## src/rtl/core/repulsive_force_accumulator_macros.svh

```systemverilog
// ----------------------------------------------------------------------------
// Repulsive force accumulator assertion macros
// Concurrent assertion wrappers shared by the core RTL.
// ----------------------------------------------------------------------------
`ifndef REPULSIVE_FORCE_ACCUMULATOR_MACROS_SVH
`define REPULSIVE_FORCE_ACCUMULATOR_MACROS_SVH

`ifndef ASSERT_OFF
`define RFA_ASSERT_CLK(lbl, clk_s, rst_s, prop, msg) \
  lbl: assert property (@(posedge clk_s) disable iff (!rst_s) prop) else $error(msg);
`define RFA_ASSERT(lbl, prop, msg) `RFA_ASSERT_CLK(lbl, clk, rst_n, prop, msg)
`else
`define RFA_ASSERT_CLK(lbl, clk_s, rst_s, prop, msg)
`define RFA_ASSERT(lbl, prop, msg)
`endif

`endif

```

## src/rtl/core/rfa_pkg.sv

```systemverilog
// ----------------------------------------------------------------------------
// Repulsive force accumulator package
// Shared types, register indexes and controller/datapath interface structs.
// ----------------------------------------------------------------------------
package rfa_pkg;

  localparam int NUM_REGS = 8;

  localparam logic [3:0] REG_WIN_MIN_X = 4'd0;
  localparam logic [3:0] REG_WIN_MIN_Y = 4'd1;
  localparam logic [3:0] REG_WIN_MIN_Z = 4'd2;
  localparam logic [3:0] REG_WIN_MAX_X = 4'd3;
  localparam logic [3:0] REG_WIN_MAX_Y = 4'd4;
  localparam logic [3:0] REG_WIN_MAX_Z = 4'd5;
  localparam logic [3:0] REG_INFL_DIST = 4'd6;
  localparam logic [3:0] REG_GAIN      = 4'd7;

  typedef enum logic [1:0] {
    OP_MUL  = 2'd0,
    OP_DIV  = 2'd1,
    OP_SQRT = 2'd2
  } op_t;

  typedef enum logic [3:0] {
    STP_SQX  = 4'd0,
    STP_SQY  = 4'd1,
    STP_SQM  = 4'd2,
    STP_SQRT = 4'd3,
    STP_INVD = 4'd4,
    STP_INVM = 4'd5,
    STP_TT   = 4'd6,
    STP_ETA  = 4'd7,
    STP_UX   = 4'd8,
    STP_MX   = 4'd9,
    STP_UY   = 4'd10,
    STP_MY   = 4'd11
  } step_t;

  typedef struct packed {
    logic  load_in;
    logic  eval_win;
    logic  start;
    logic  capture;
    logic  emit;
    step_t step;
  } ctl_cmd_t;

  typedef struct packed {
    logic win_pass;
    logic range_bad;
    logic iter_busy;
    logic iter_done;
    logic last;
    logic out_free;
  } dp_sts_t;

  function automatic op_t step_op(input step_t s);
    op_t o;
    unique case (s)
      STP_SQRT:                         o = OP_SQRT;
      STP_INVD, STP_INVM, STP_UX, STP_UY: o = OP_DIV;
      default:                          o = OP_MUL;
    endcase
    return o;
  endfunction

endpackage

```

## src/rtl/core/rfa_ctrl.sv

```systemverilog
// ----------------------------------------------------------------------------
// Repulsive force accumulator controller
// One-hot sequencer stepping the datapath through one obstacle word.
// ----------------------------------------------------------------------------
module rfa_ctrl (
  input  logic              clk,
  input  logic              rst_n,
  input  logic              in_valid,
  output logic              in_ready,
  input  rfa_pkg::dp_sts_t  sts,
  output rfa_pkg::ctl_cmd_t cmd
);
  import rfa_pkg::*;

  typedef enum logic [15:0] {
    S_IDLE = 16'h0001,
    S_WIN  = 16'h0002,
    S_SQX  = 16'h0004,
    S_SQY  = 16'h0008,
    S_SQM  = 16'h0010,
    S_SQRT = 16'h0020,
    S_INVD = 16'h0040,
    S_INVM = 16'h0080,
    S_TT   = 16'h0100,
    S_ETA  = 16'h0200,
    S_UX   = 16'h0400,
    S_MX   = 16'h0800,
    S_UY   = 16'h1000,
    S_MY   = 16'h2000,
    S_FIN  = 16'h4000,
    S_EMIT = 16'h8000
  } state_t;

  state_t state_r, state_nxt;
  logic   go_r, go_nxt;

  always_comb begin
    state_nxt    = state_r;
    go_nxt       = 1'b0;
    in_ready     = 1'b0;
    cmd.load_in  = 1'b0;
    cmd.eval_win = 1'b0;
    cmd.start    = 1'b0;
    cmd.capture  = 1'b0;
    cmd.emit     = 1'b0;
    cmd.step     = STP_SQX;
    unique case (state_r)
      S_IDLE: begin
        in_ready = 1'b1;
        if (in_valid) begin
          cmd.load_in = 1'b1;
          state_nxt   = S_WIN;
        end
      end
      S_WIN: begin
        cmd.eval_win = 1'b1;
        if (sts.win_pass) begin
          state_nxt = S_SQX;
          go_nxt    = 1'b1;
        end else begin
          state_nxt = S_FIN;
        end
      end
      S_FIN: state_nxt = sts.last ? S_EMIT : S_IDLE;
      S_EMIT: begin
        if (sts.out_free) begin
          cmd.emit  = 1'b1;
          state_nxt = S_IDLE;
        end
      end
      default: begin
        cmd.start   = go_r;
        cmd.capture = sts.iter_done;
        unique case (state_r)
          S_SQX:   cmd.step = STP_SQX;
          S_SQY:   cmd.step = STP_SQY;
          S_SQM:   cmd.step = STP_SQM;
          S_SQRT:  cmd.step = STP_SQRT;
          S_INVD:  cmd.step = STP_INVD;
          S_INVM:  cmd.step = STP_INVM;
          S_TT:    cmd.step = STP_TT;
          S_ETA:   cmd.step = STP_ETA;
          S_UX:    cmd.step = STP_UX;
          S_MX:    cmd.step = STP_MX;
          S_UY:    cmd.step = STP_UY;
          default: cmd.step = STP_MY;
        endcase
        if (sts.iter_done) begin
          go_nxt = 1'b1;
          unique case (state_r)
            S_SQX:   state_nxt = S_SQY;
            S_SQY:   state_nxt = S_SQM;
            S_SQM: begin
              state_nxt = sts.range_bad ? S_FIN : S_SQRT;
              go_nxt    = !sts.range_bad;
            end
            S_SQRT:  state_nxt = S_INVD;
            S_INVD:  state_nxt = S_INVM;
            S_INVM:  state_nxt = S_TT;
            S_TT:    state_nxt = S_ETA;
            S_ETA:   state_nxt = S_UX;
            S_UX:    state_nxt = S_MX;
            S_MX:    state_nxt = S_UY;
            S_UY:    state_nxt = S_MY;
            default: begin
              state_nxt = S_FIN;
              go_nxt    = 1'b0;
            end
          endcase
        end
      end
    endcase
  end

  always_ff @(posedge clk) begin
    if (!rst_n) begin
      state_r <= S_IDLE;
      go_r    <= 1'b0;
    end else begin
      state_r <= state_nxt;
      go_r    <= go_nxt;
    end
  end

endmodule

```

## config.mk

```make
export PLATFORM = sky130hd
export DESIGN_NAME = rfa_ctrl
export DESIGN_NICKNAME = d
export VERILOG_FILES = /design/src/rtl/core/repulsive_force_accumulator_macros.svh /design/src/rtl/core/rfa_pkg.sv /design/src/rtl/core/rfa_ctrl.sv
export SDC_FILE = /design/constraint.sdc
export NUM_CORES = 1
export LEC_CHECK = 0
export BUFFER_PORTS_ARGS = -buffer_cell sky130_fd_sc_hd__buf_4
export CELL_PAD_IN_SITES_DETAIL_PLACEMENT = 0
export CELL_PAD_IN_SITES_GLOBAL_PLACEMENT = 1
export CORE_UTILIZATION = 42
export CTS_BUF_LIST = sky130_fd_sc_hd__clkbuf_4
export CTS_CLUSTER_DIAMETER = 60
export DETAILED_ROUTE_END_ITERATION = 7
export GPL_TIMING_DRIVEN = 0
export PLACE_DENSITY_LB_ADDON = 0.15
export RECOVER_POWER = 50
export SLEW_MARGIN = 20
export SYNTH_ARGS = -nofsm -noshare
export SYNTH_HDL_FRONTEND = slang
export SYNTH_SLANG_ARGS = --single-unit
```

## constraint.sdc

```tcl
create_clock -name clk -period 2.8 [get_ports clk]
set_input_delay 0.56 -clock clk [delete_from_list [all_inputs] [get_ports clk]]
set_output_delay 0.56 -clock clk [all_outputs]
set_load 0.05 [all_outputs]
```

==> impl_metrics.ini, run 1 <==
[timing]
worst_pin_slew_ns = 0.566
maxSlewViolCount = 0
post-route-min-period_ns = 3.15
fin_skew_ns = 0.00453
slew_headroom = 0.623
final_hold_viol_count = 0
rsz0062_at_grt = yes
fin_crit_sh = 1.13
final.setup.tns_ns = -2.49
setup_viol = 15
fmax_mhz = 317
setup_ws_ns = -0.351

[final_layout]
layout_common_cells = 23 x buf_4, 16 x nand2_1, 11 x nor2_1, 10 x buf_6, 9 x dfxtp_1
layout_commonest_cell = buf_4
fin_nets = 195
stdcell_area_um2 = 1630
drive_gt1_frac = 0.400
n_antenna_cell = 0
area_growth_pct = 39.0

[clock_network]
cts_max_level = 1
clk-insertion-delay-late_ns = 0.31
clock_sink_count = 17
clk_pin_slew_worst_paths_ns = 0.11
numCtsBuffers = 3
cts_root_buf = clkbuf_4
cts_tree = yes
cts_buffer_depth = 2

[synth]
syn_nets = 163
yosysWarningCount = 0
synth_area_um2 = 1170
ys_seq_area_frac = 0.290
avgSynthCellArea_um2 = 7.61
synth_cell_type_count = 43
synthCells = 154
ys_ff_latch = 17

[floorplanning]
core_area_um2 = 2570
dieHeight_um = 54.8
dieArea_um2 = 3010
die_width_um = 54.8
rows = 18
start_util = 0.457
ios = 19

[power]
vdd_drop_max_v = 0.000612
p_per_area_nw_per_um2 = 837
p_leak_uw = 0.000669

[place]
portBuffers = 17
placed_area_um2 = 1370
gp_congestion = 0.787
hpwlAfterDp_um = 2310

[critical_path]
crit_path_max_incr_delay_ns = 0.56
path_max_fanout = 6
crit_chain = or4_4 > or4_4 > a21oi_1 > and2b_1 > buf_6
cp.arrival_ns = 2.59
cp_common_cell = or4_4
cp.required_ns = 2.24
critPathTopFamily = simple AND/OR/NAND/NOR gates
startpoint_type = flip-flop
cp-end-kind = output port
crit_type = flip-flop to output port
cpMaxStageDelayCell = or4_4
worst-path-buf-inv = 1

[route]
drt_wl_total_um = 3770
post_drt_wl_per_cell_um = 17.5
first_pass_iters = 4
route.detailed.drc = 0
first_iter_violations = 22
postRouteAntennaNets = 0
vias = 1344
via_per_inst = 6.25

[status]
status = finished with violations
violations = setup timing

[run]
drv_cap = 0

[global_routing]
grt_antenna_before_repair = 0
grt_start_max_net_pins = 11
grt_use_total = 0.276
grt_pass1_wl_um = 5790
grt_pass1_vias = 1249
overflow = 0

[hold_path]
hold_class = flip-flop to flip-flop
[worst register-to-register path, cell delays in order, from the launching register on]
cell      delay, ns
dfxtp_1        0.39
or4_4          0.56
or4_4          0.49
a21oi_1        0.40
clkbuf_4       0.25
o21ai_4        0.10
clkbuf_1       0.31
a22oi_1        0.26
nor2_1         0.07
[flip-flops by register name (all words and copies together) (netlist names)]
signal,count
go_r,1
state_r,16
[worst paths after layout]
| kind | to | startpoint | slack (ns) | cells after the start |
|---|---|---|---|---|
| setup / recovery | cmd[5] | state_r[13] | -0.35 | 5 |
| hold / removal | state_r[3] | state_r[3] | 0.52 | 2 |
| setup reg to reg | state_r[1] | state_r[13] | -0.17 | 8 |
| hold reg to reg | state_r[3] | state_r[3] | 0.52 | 2 |
[kinds of logic after synthesis]
| logic type | Yosys count | share of synthesized area |
|---|---|---|
| and+or+nand+nor | 90 | 0.448 |
| AOI/OAI and AO/OA | 26 | 0.150 |
| DFF | 17 | 0.290 |
| buffers and inverters | 13 | 0.0501 |
| xor gates and xnor gates | 7 | 0.0523 |
| muxes | 1 | 0.00854 |
[through the flow]
step	instances	util	setup slack [ns]	power [uW]	hold slack, ns
after global routing	215	0.635	-0.396	1430	0.528
after CTS	219	0.648	-0.296	1350	0.513
after global placement	201	0.535	-0.290	1020	0.516
after floorplan	154	-	-0.0997	842	0.480
final	215	0.635	-0.351	1360	0.521
after detailed placement	201	0.535	-0.260	1030	0.528
[metal layers]
layer	share of wire	global-route usage
met3	0.080	0.0556
met2	0.47	0.418
met1	0.43	0.377
met4	0.024	0.111
met5	0	0
[cell type report]
type | instances | area (um2)
multi-input combinational | 124 | 890
fill | 240 | 938
clock buffer | 4 | 30.0
inverter | 1 | 3.75
tap | 30 | 37.5
sequential | 17 | 355
buffer | 4 | 15.0
timing repair buffer | 35 | 298
[power by group]
part	internal [uW]	total [uW]	leakage, uW	switching (uW)
clock	65.4	158	0.0000184	92.2
combinational	357	909	0.000509	552
sequential	261	296	0.000142	35.7
total	683	1360	0.000669	679
[synthesized netlist by cell type (all sizes together)]
cell type  count  share of area
or4            6          0.042
o211ai         1         0.0064
nor2          12          0.038
or4b           2          0.017
nor4           6          0.032
clkbuf         9          0.030
nor4bb         1         0.0085
nand2b         3          0.016
a21oi          8          0.044
or2            2          0.011
a31oi          3          0.016
and2b          2          0.013
buf            3          0.017
o211a          1         0.0085
nor3           5          0.021
nand2         17          0.054
xnor2          2          0.015
mux2i          1         0.0085
nand3b         2          0.013
nor4b          3          0.022
and2           1         0.0053
or3            4          0.021
nand4b         6          0.045
inv            1         0.0032
xor2           5          0.037
o21ai          9          0.048
nand3         10          0.043
nor2b          2          0.011
dfxtp         17           0.29
and4           1         0.0075
o31ai          2          0.013
and3           2          0.011
a221o          1         0.0085
nor3b          1         0.0064
nand4          2          0.011
a22oi          1         0.0064
[repair_timing]
action / 4_1_cts / 5_1_grt
setup buffers: 20 / 3
gates resized for setup: 38 / 9
hold buffers: 0 / 0
pin swaps: 8 / 9
setup endpoints to repair: 8 / 15
No activity file was read; power rests on OpenSTA's default activity.
==> inputs of run 2 (changes only) <==
--- a/config.mk
+++ b/config.mk
@@ -12,7 +12,6 @@
 export CTS_BUF_LIST = sky130_fd_sc_hd__clkbuf_4
 export CTS_CLUSTER_DIAMETER = 60
 export DETAILED_ROUTE_END_ITERATION = 7
-export GPL_TIMING_DRIVEN = 0
 export PLACE_DENSITY_LB_ADDON = 0.15
 export RECOVER_POWER = 50
 export SLEW_MARGIN = 20
==> impl_metrics.ini, run 2 (same netlist as run 1, synthesis figures left out) <==
[critical_path]
worst-path-buf-inv = 1
cp_common_cell = or4_4
rr_startpoint = state_r[14]
crit_type = flip-flop to output port
cp.arrival_ns = 2.49
r2r_slack_ns = -0.04
crit_path_max_incr_delay_ns = 0.54
cp.required_ns = 2.24
path_max_fanout = 4
cp-end-kind = output port
startpoint_type = flip-flop
r2r_cells = 7
critPathTopFamily = simple AND/OR/NAND/NOR gates
reg2reg_to = state_r[7]
cpMaxStageDelayCell = or4_4
crit_chain = or4_4 > or4_4 > or3_4 > nand4b_1 > a31oi_2 > buf_6

[floorplanning]
dieArea_um2 = 3010
core_area_um2 = 2570
rows = 18
dieHeight_um = 54.8
ios = 19
start_util = 0.457
die_width_um = 54.8

[clock_network]
numCtsBuffers = 3
clk_pin_slew_worst_paths_ns = 0.11
cts_tree = yes
clock_sink_count = 17
clk-insertion-delay-late_ns = 0.30
cts_max_level = 1
cts_root_buf = clkbuf_4
cts_buffer_depth = 2

[route]
via_per_inst = 5.75
vias = 1300
route.detailed.drc = 0
post_drt_wl_per_cell_um = 15.2
first_pass_iters = 4
drt_wl_total_um = 3430
postRouteAntennaNets = 0
first_iter_violations = 30

[timing]
worst_pin_slew_ns = 0.655
fin_crit_sh = 1.09
post-route-min-period_ns = 3.05
final.setup.tns_ns = -1.15
setup_ws_ns = -0.254
setup_viol = 6
rsz0062_at_grt = yes
fmax_mhz = 327
slew_headroom = 0.563
maxSlewViolCount = 0
fin_skew_ns = 0.00541
final_hold_viol_count = 0

[status]
violations = setup timing
status = finished with violations

[power]
p_leak_uw = 0.000719
vdd_drop_max_v = 0.000579
p_per_area_nw_per_um2 = 819
power_uw = 1330

[final_layout]
regMostFlops = state_r
n_antenna_cell = 0
drive_gt1_frac = 0.352
fin_nets = 206
largest_reg_flops = 16
layout_common_cells = 43 x buf_4, 17 x nand2_1, 16 x dfxtp_1, 12 x nor2_1, 10 x nand3_1
area_growth_pct = 38.2
top_regs = state_r: 16 flops, go_r: 1 flops
layout_commonest_cell = buf_4

[global_routing]
overflow = 0
grt_use_total = 0.251
grt_pass1_vias = 1157
grt_antenna_before_repair = 0
grt_pass1_wl_um = 5310
grt_start_max_net_pins = 17

[place]
portBuffers = 17
gp_congestion = 0.792
hpwlAfterDp_um = 2560

[hold_path]
hp-start = sts[4]
hold_end = state_r[5]
hold_class = primary input to flip-flop
holdPathStages = 3

[run]
drv_cap = 0
## run 2: layout make-up
cell class,instances,area (um2)
tap,30,37.5
multi-input combinational,124,816
fill,251,947
timing repair buffer,50,392
clock buffer,4,30.0
inverter,1,3.75
sequential,17,342
## run 2: where the power goes
| group | internal [uW] | total [uW] | switching [uW] |
|---|---|---|---|
| clock network | 65.2 | 150 | 84.8 |
| registers | 260 | 270 | 10.5 |
| logic | 363 | 907 | 544 |
| total | 688 | 1330 | 639 |
## run 2: routing by layer
metal	part of all wire	global-route usage	up-vias	wire [um]
met2	0.47	0.396	29	1620
met1	0.46	0.347	610	1590
met3	0.054	0.0278	5	184
met4	0.012	0.0897	0	40
met5	0	0	-	0
li1	-	-	656	-
## run 2: stage by stage
step	util	cell area (um2)	hold WS, ns	worst slack [ns]	instances
2_1_floorplan	-	1210	0.480	-0.0997	154
4_1_cts	0.632	1620	0.527	-0.244	225
5_1_grt	0.631	1620	0.538	-0.318	226
3_5_place_dp	0.595	1530	0.589	0.0234	217
6_report	0.631	1620	0.528	-0.254	226
3_3_place_gp	0.595	1530	0.580	0.0388	217
## run 2: worst max path at each step
stage / start / to / slack (ns) / cells past startpoint
3_3_place_gp: state_r[1] / cmd[1] / 0.04 / 6
5_1_grt: state_r[1] / cmd[1] / -0.32 / 6
6_report: state_r[1] / cmd[1] / -0.25 / 6
3_5_place_dp: state_r[1] / cmd[1] / 0.02 / 6
4_1_cts: state_r[1] / cmd[1] / -0.24 / 6
2_1_floorplan: state_r[9] / cmd[0] / -0.1 / 6
## run 2: timing repair
item,4_1_cts,5_1_grt
setup buffers,4,1
pin swaps,5,3
gates cloned,0,0
hold buffers,0,0
endpoints found under the setup margin,5,6
gates resized for setup,9,2
## run 2: tightest hold or removal path: stages
cell,delay [ns]
buf_4,0.08
or3_1,0.09
a21oi_1,0.05
==> inputs of run 3 (changes only) <==
--- a/config.mk
+++ b/config.mk
@@ -12,9 +12,10 @@
 export CTS_BUF_LIST = sky130_fd_sc_hd__clkbuf_4
 export CTS_CLUSTER_DIAMETER = 60
 export DETAILED_ROUTE_END_ITERATION = 7
+export MAX_ROUTING_LAYER = met4
 export PLACE_DENSITY_LB_ADDON = 0.15
 export RECOVER_POWER = 50
-export SLEW_MARGIN = 20
+export SETUP_SLACK_MARGIN = 0.4
 export SYNTH_ARGS = -nofsm -noshare
 export SYNTH_HDL_FRONTEND = slang
 export SYNTH_SLANG_ARGS = --single-unit
==> impl_metrics.ini, run 3 (same netlist as run 1, synthesis figures left out) <==
[status]
status = finished with violations
violations = setup timing

[final_layout]
regMostFlops = state_r
largest_reg_flops = 16
top_regs = state_r: 16 flops, go_r: 1 flops
drive_gt1_frac = 0.583
n_antenna_cell = 0
layout_common_cells = 44 x buf_4, 13 x nand2_1, 13 x dfxtp_1, 13 x buf_6, 10 x nor2_1
fin_nets = 221
stdcell_area_um2 = 2020
layout_commonest_cell = buf_4
area_growth_pct = 72.0
n_fill_cell = 161

[place]
placed_area_um2 = 1600
gp_congestion = 0.836
portBuffers = 17
hpwlAfterDp_um = 2530

[timing]
fin_crit_sh = 1.09
maxSlewViolCount = 0
final_hold_viol_count = 0
worst_pin_slew_ns = 0.576
fin_skew_ns = 0.00263
slew_headroom = 0.615
post-route-min-period_ns = 3.04
hold_ws_ns = 0.522
setup_viol = 9
fmax_mhz = 329
rsz0062_at_grt = yes
setup_ws_ns = -0.243
final.setup.tns_ns = -1.21

[hold_path]
hp-start = in_valid
hold_class = primary input to flip-flop

[global_routing]
grtUsageMet3 = 0.0333
met2_usage = 0.516
grt_use_total = 0.305
grt-busiest-layer = met2
met1_usage = 0.352
overflow = 0
grt_start_max_net_pins = 14
grt_pass1_wl_um = 6180
grt_antenna_before_repair = 0
grt_pass1_vias = 1367

[critical_path]
cpMaxStageDelayCell = or4_4
crit_type = flip-flop to output port
crit_path_max_incr_delay_ns = 0.54
reg2reg_to = state_r[7]
cp.required_ns = 2.24
cp_common_cell = or4_4
cp-startpoint = state_r[1]
crit_end = cmd[3]
r2r_cells = 9
crit_chain = or4_4 > or4_4 > or3_4 > nand4b_1 > buf_4 > a31oi_4 > buf_6
startpoint_type = flip-flop
cp.arrival_ns = 2.48
r2r_slack_ns = -0.11
path_max_fanout = 2
rr_startpoint = state_r[14]
cp-end-kind = output port

[route]
first_pass_iters = 5
drt_wl_total_um = 4160
first_iter_violations = 43
post_drt_wl_per_cell_um = 17.2
postRouteAntennaNets = 0
vias = 1430
route.detailed.drc = 0
via_per_inst = 5.93

[clock_network]
clk-insertion-delay-late_ns = 0.30
clk_pin_slew_worst_paths_ns = 0.10
cts_root_buf = clkbuf_4
cts_max_level = 1
clock_sink_count = 17
numCtsBuffers = 3
cts_buffer_depth = 2
cts_tree = yes
cts_hold_buf = 0

[floorplanning]
ios = 19
dieArea_um2 = 3010
die_width_um = 54.8
core_area_um2 = 2570
rows = 18
dieHeight_um = 54.8
start_util = 0.457

[power]
power_uw = 1720
p_leak_uw = 0.000864
p_per_area_nw_per_um2 = 851
vdd_drop_max_v = 0.000767

[run]
drv_cap = 0
[run 3: area by class of cell]
class / instances / area [um2] / share of cell area
multi-input combinational: 124 / 1030 / 0.513
clock buffer: 3 / 22.5 / 0.0112
clock inverter: 1 / 5.00 / 0.00248
tap: 30 / 37.5 / 0.0186
timing repair buffer: 65 / 568 / 0.282
inverter: 1 / 3.75 / 0.00186
sequential: 17 / 345 / 0.171
[run 3: worst max-delay path, delay by kind of cell, from the launching register on]
kind                   cells  cell delay, ns
and+or+nand+nor            4            1.45
DFF                        1            0.34
buffers and inverters      2            0.31
AOI/OAI and AO/OA          1            0.08
[run 3: where the power goes]
| part | internal (uW) | total, uW | switching (uW) |
|---|---|---|---|
| Combinational | 620 | 1310 | 688 |
| Clock | 53.3 | 137 | 83.3 |
| Sequential | 261 | 271 | 9.74 |
[run 3: how the worst min path moves through the flow]
| stage | slack (ns) | end | depth (start not counted) |
|---|---|---|---|
| 2_1_floorplan | 0.47 | state_r[2] | 2 |
| 3_3_place_gp | 0.58 | state_r[13] | 3 |
| 3_5_place_dp | 0.60 | state_r[7] | 3 |
| 4_1_cts | 0.52 | state_r[1] | 3 |
| 5_1_grt | 0.52 | state_r[1] | 3 |
| 6_report | 0.52 | state_r[1] | 3 |
[run 3: timing repair]
action / CTS / global route
setup buffers: 12 / 4
pin swaps: 14 / 11
gates resized for setup: 57 / 18
endpoints found under the setup margin: 21 / 26
gates cloned: 1 / 0
hold endpoints to repair: 0 / 0
[run 3: metrics by stage]
step / util / setup slack, ns / std cells
2_1_floorplan: - / -0.0506 / 154
6_report: 0.786 / -0.243 / 241
3_5_place_dp: 0.621 / 0.00647 / 220
4_1_cts: 0.757 / -0.229 / 237
3_3_place_gp: 0.621 / -0.00942 / 220
5_1_grt: 0.786 / -0.328 / 241
[run 3: layer usage]
layer,wire length [um],share of wire,vias to the layer above
met5,0,0,-
met3,146,0.035,11
met4,114,0.027,0
met1,1770,0.43,693
li1,-,-,688
met2,2130,0.51,38
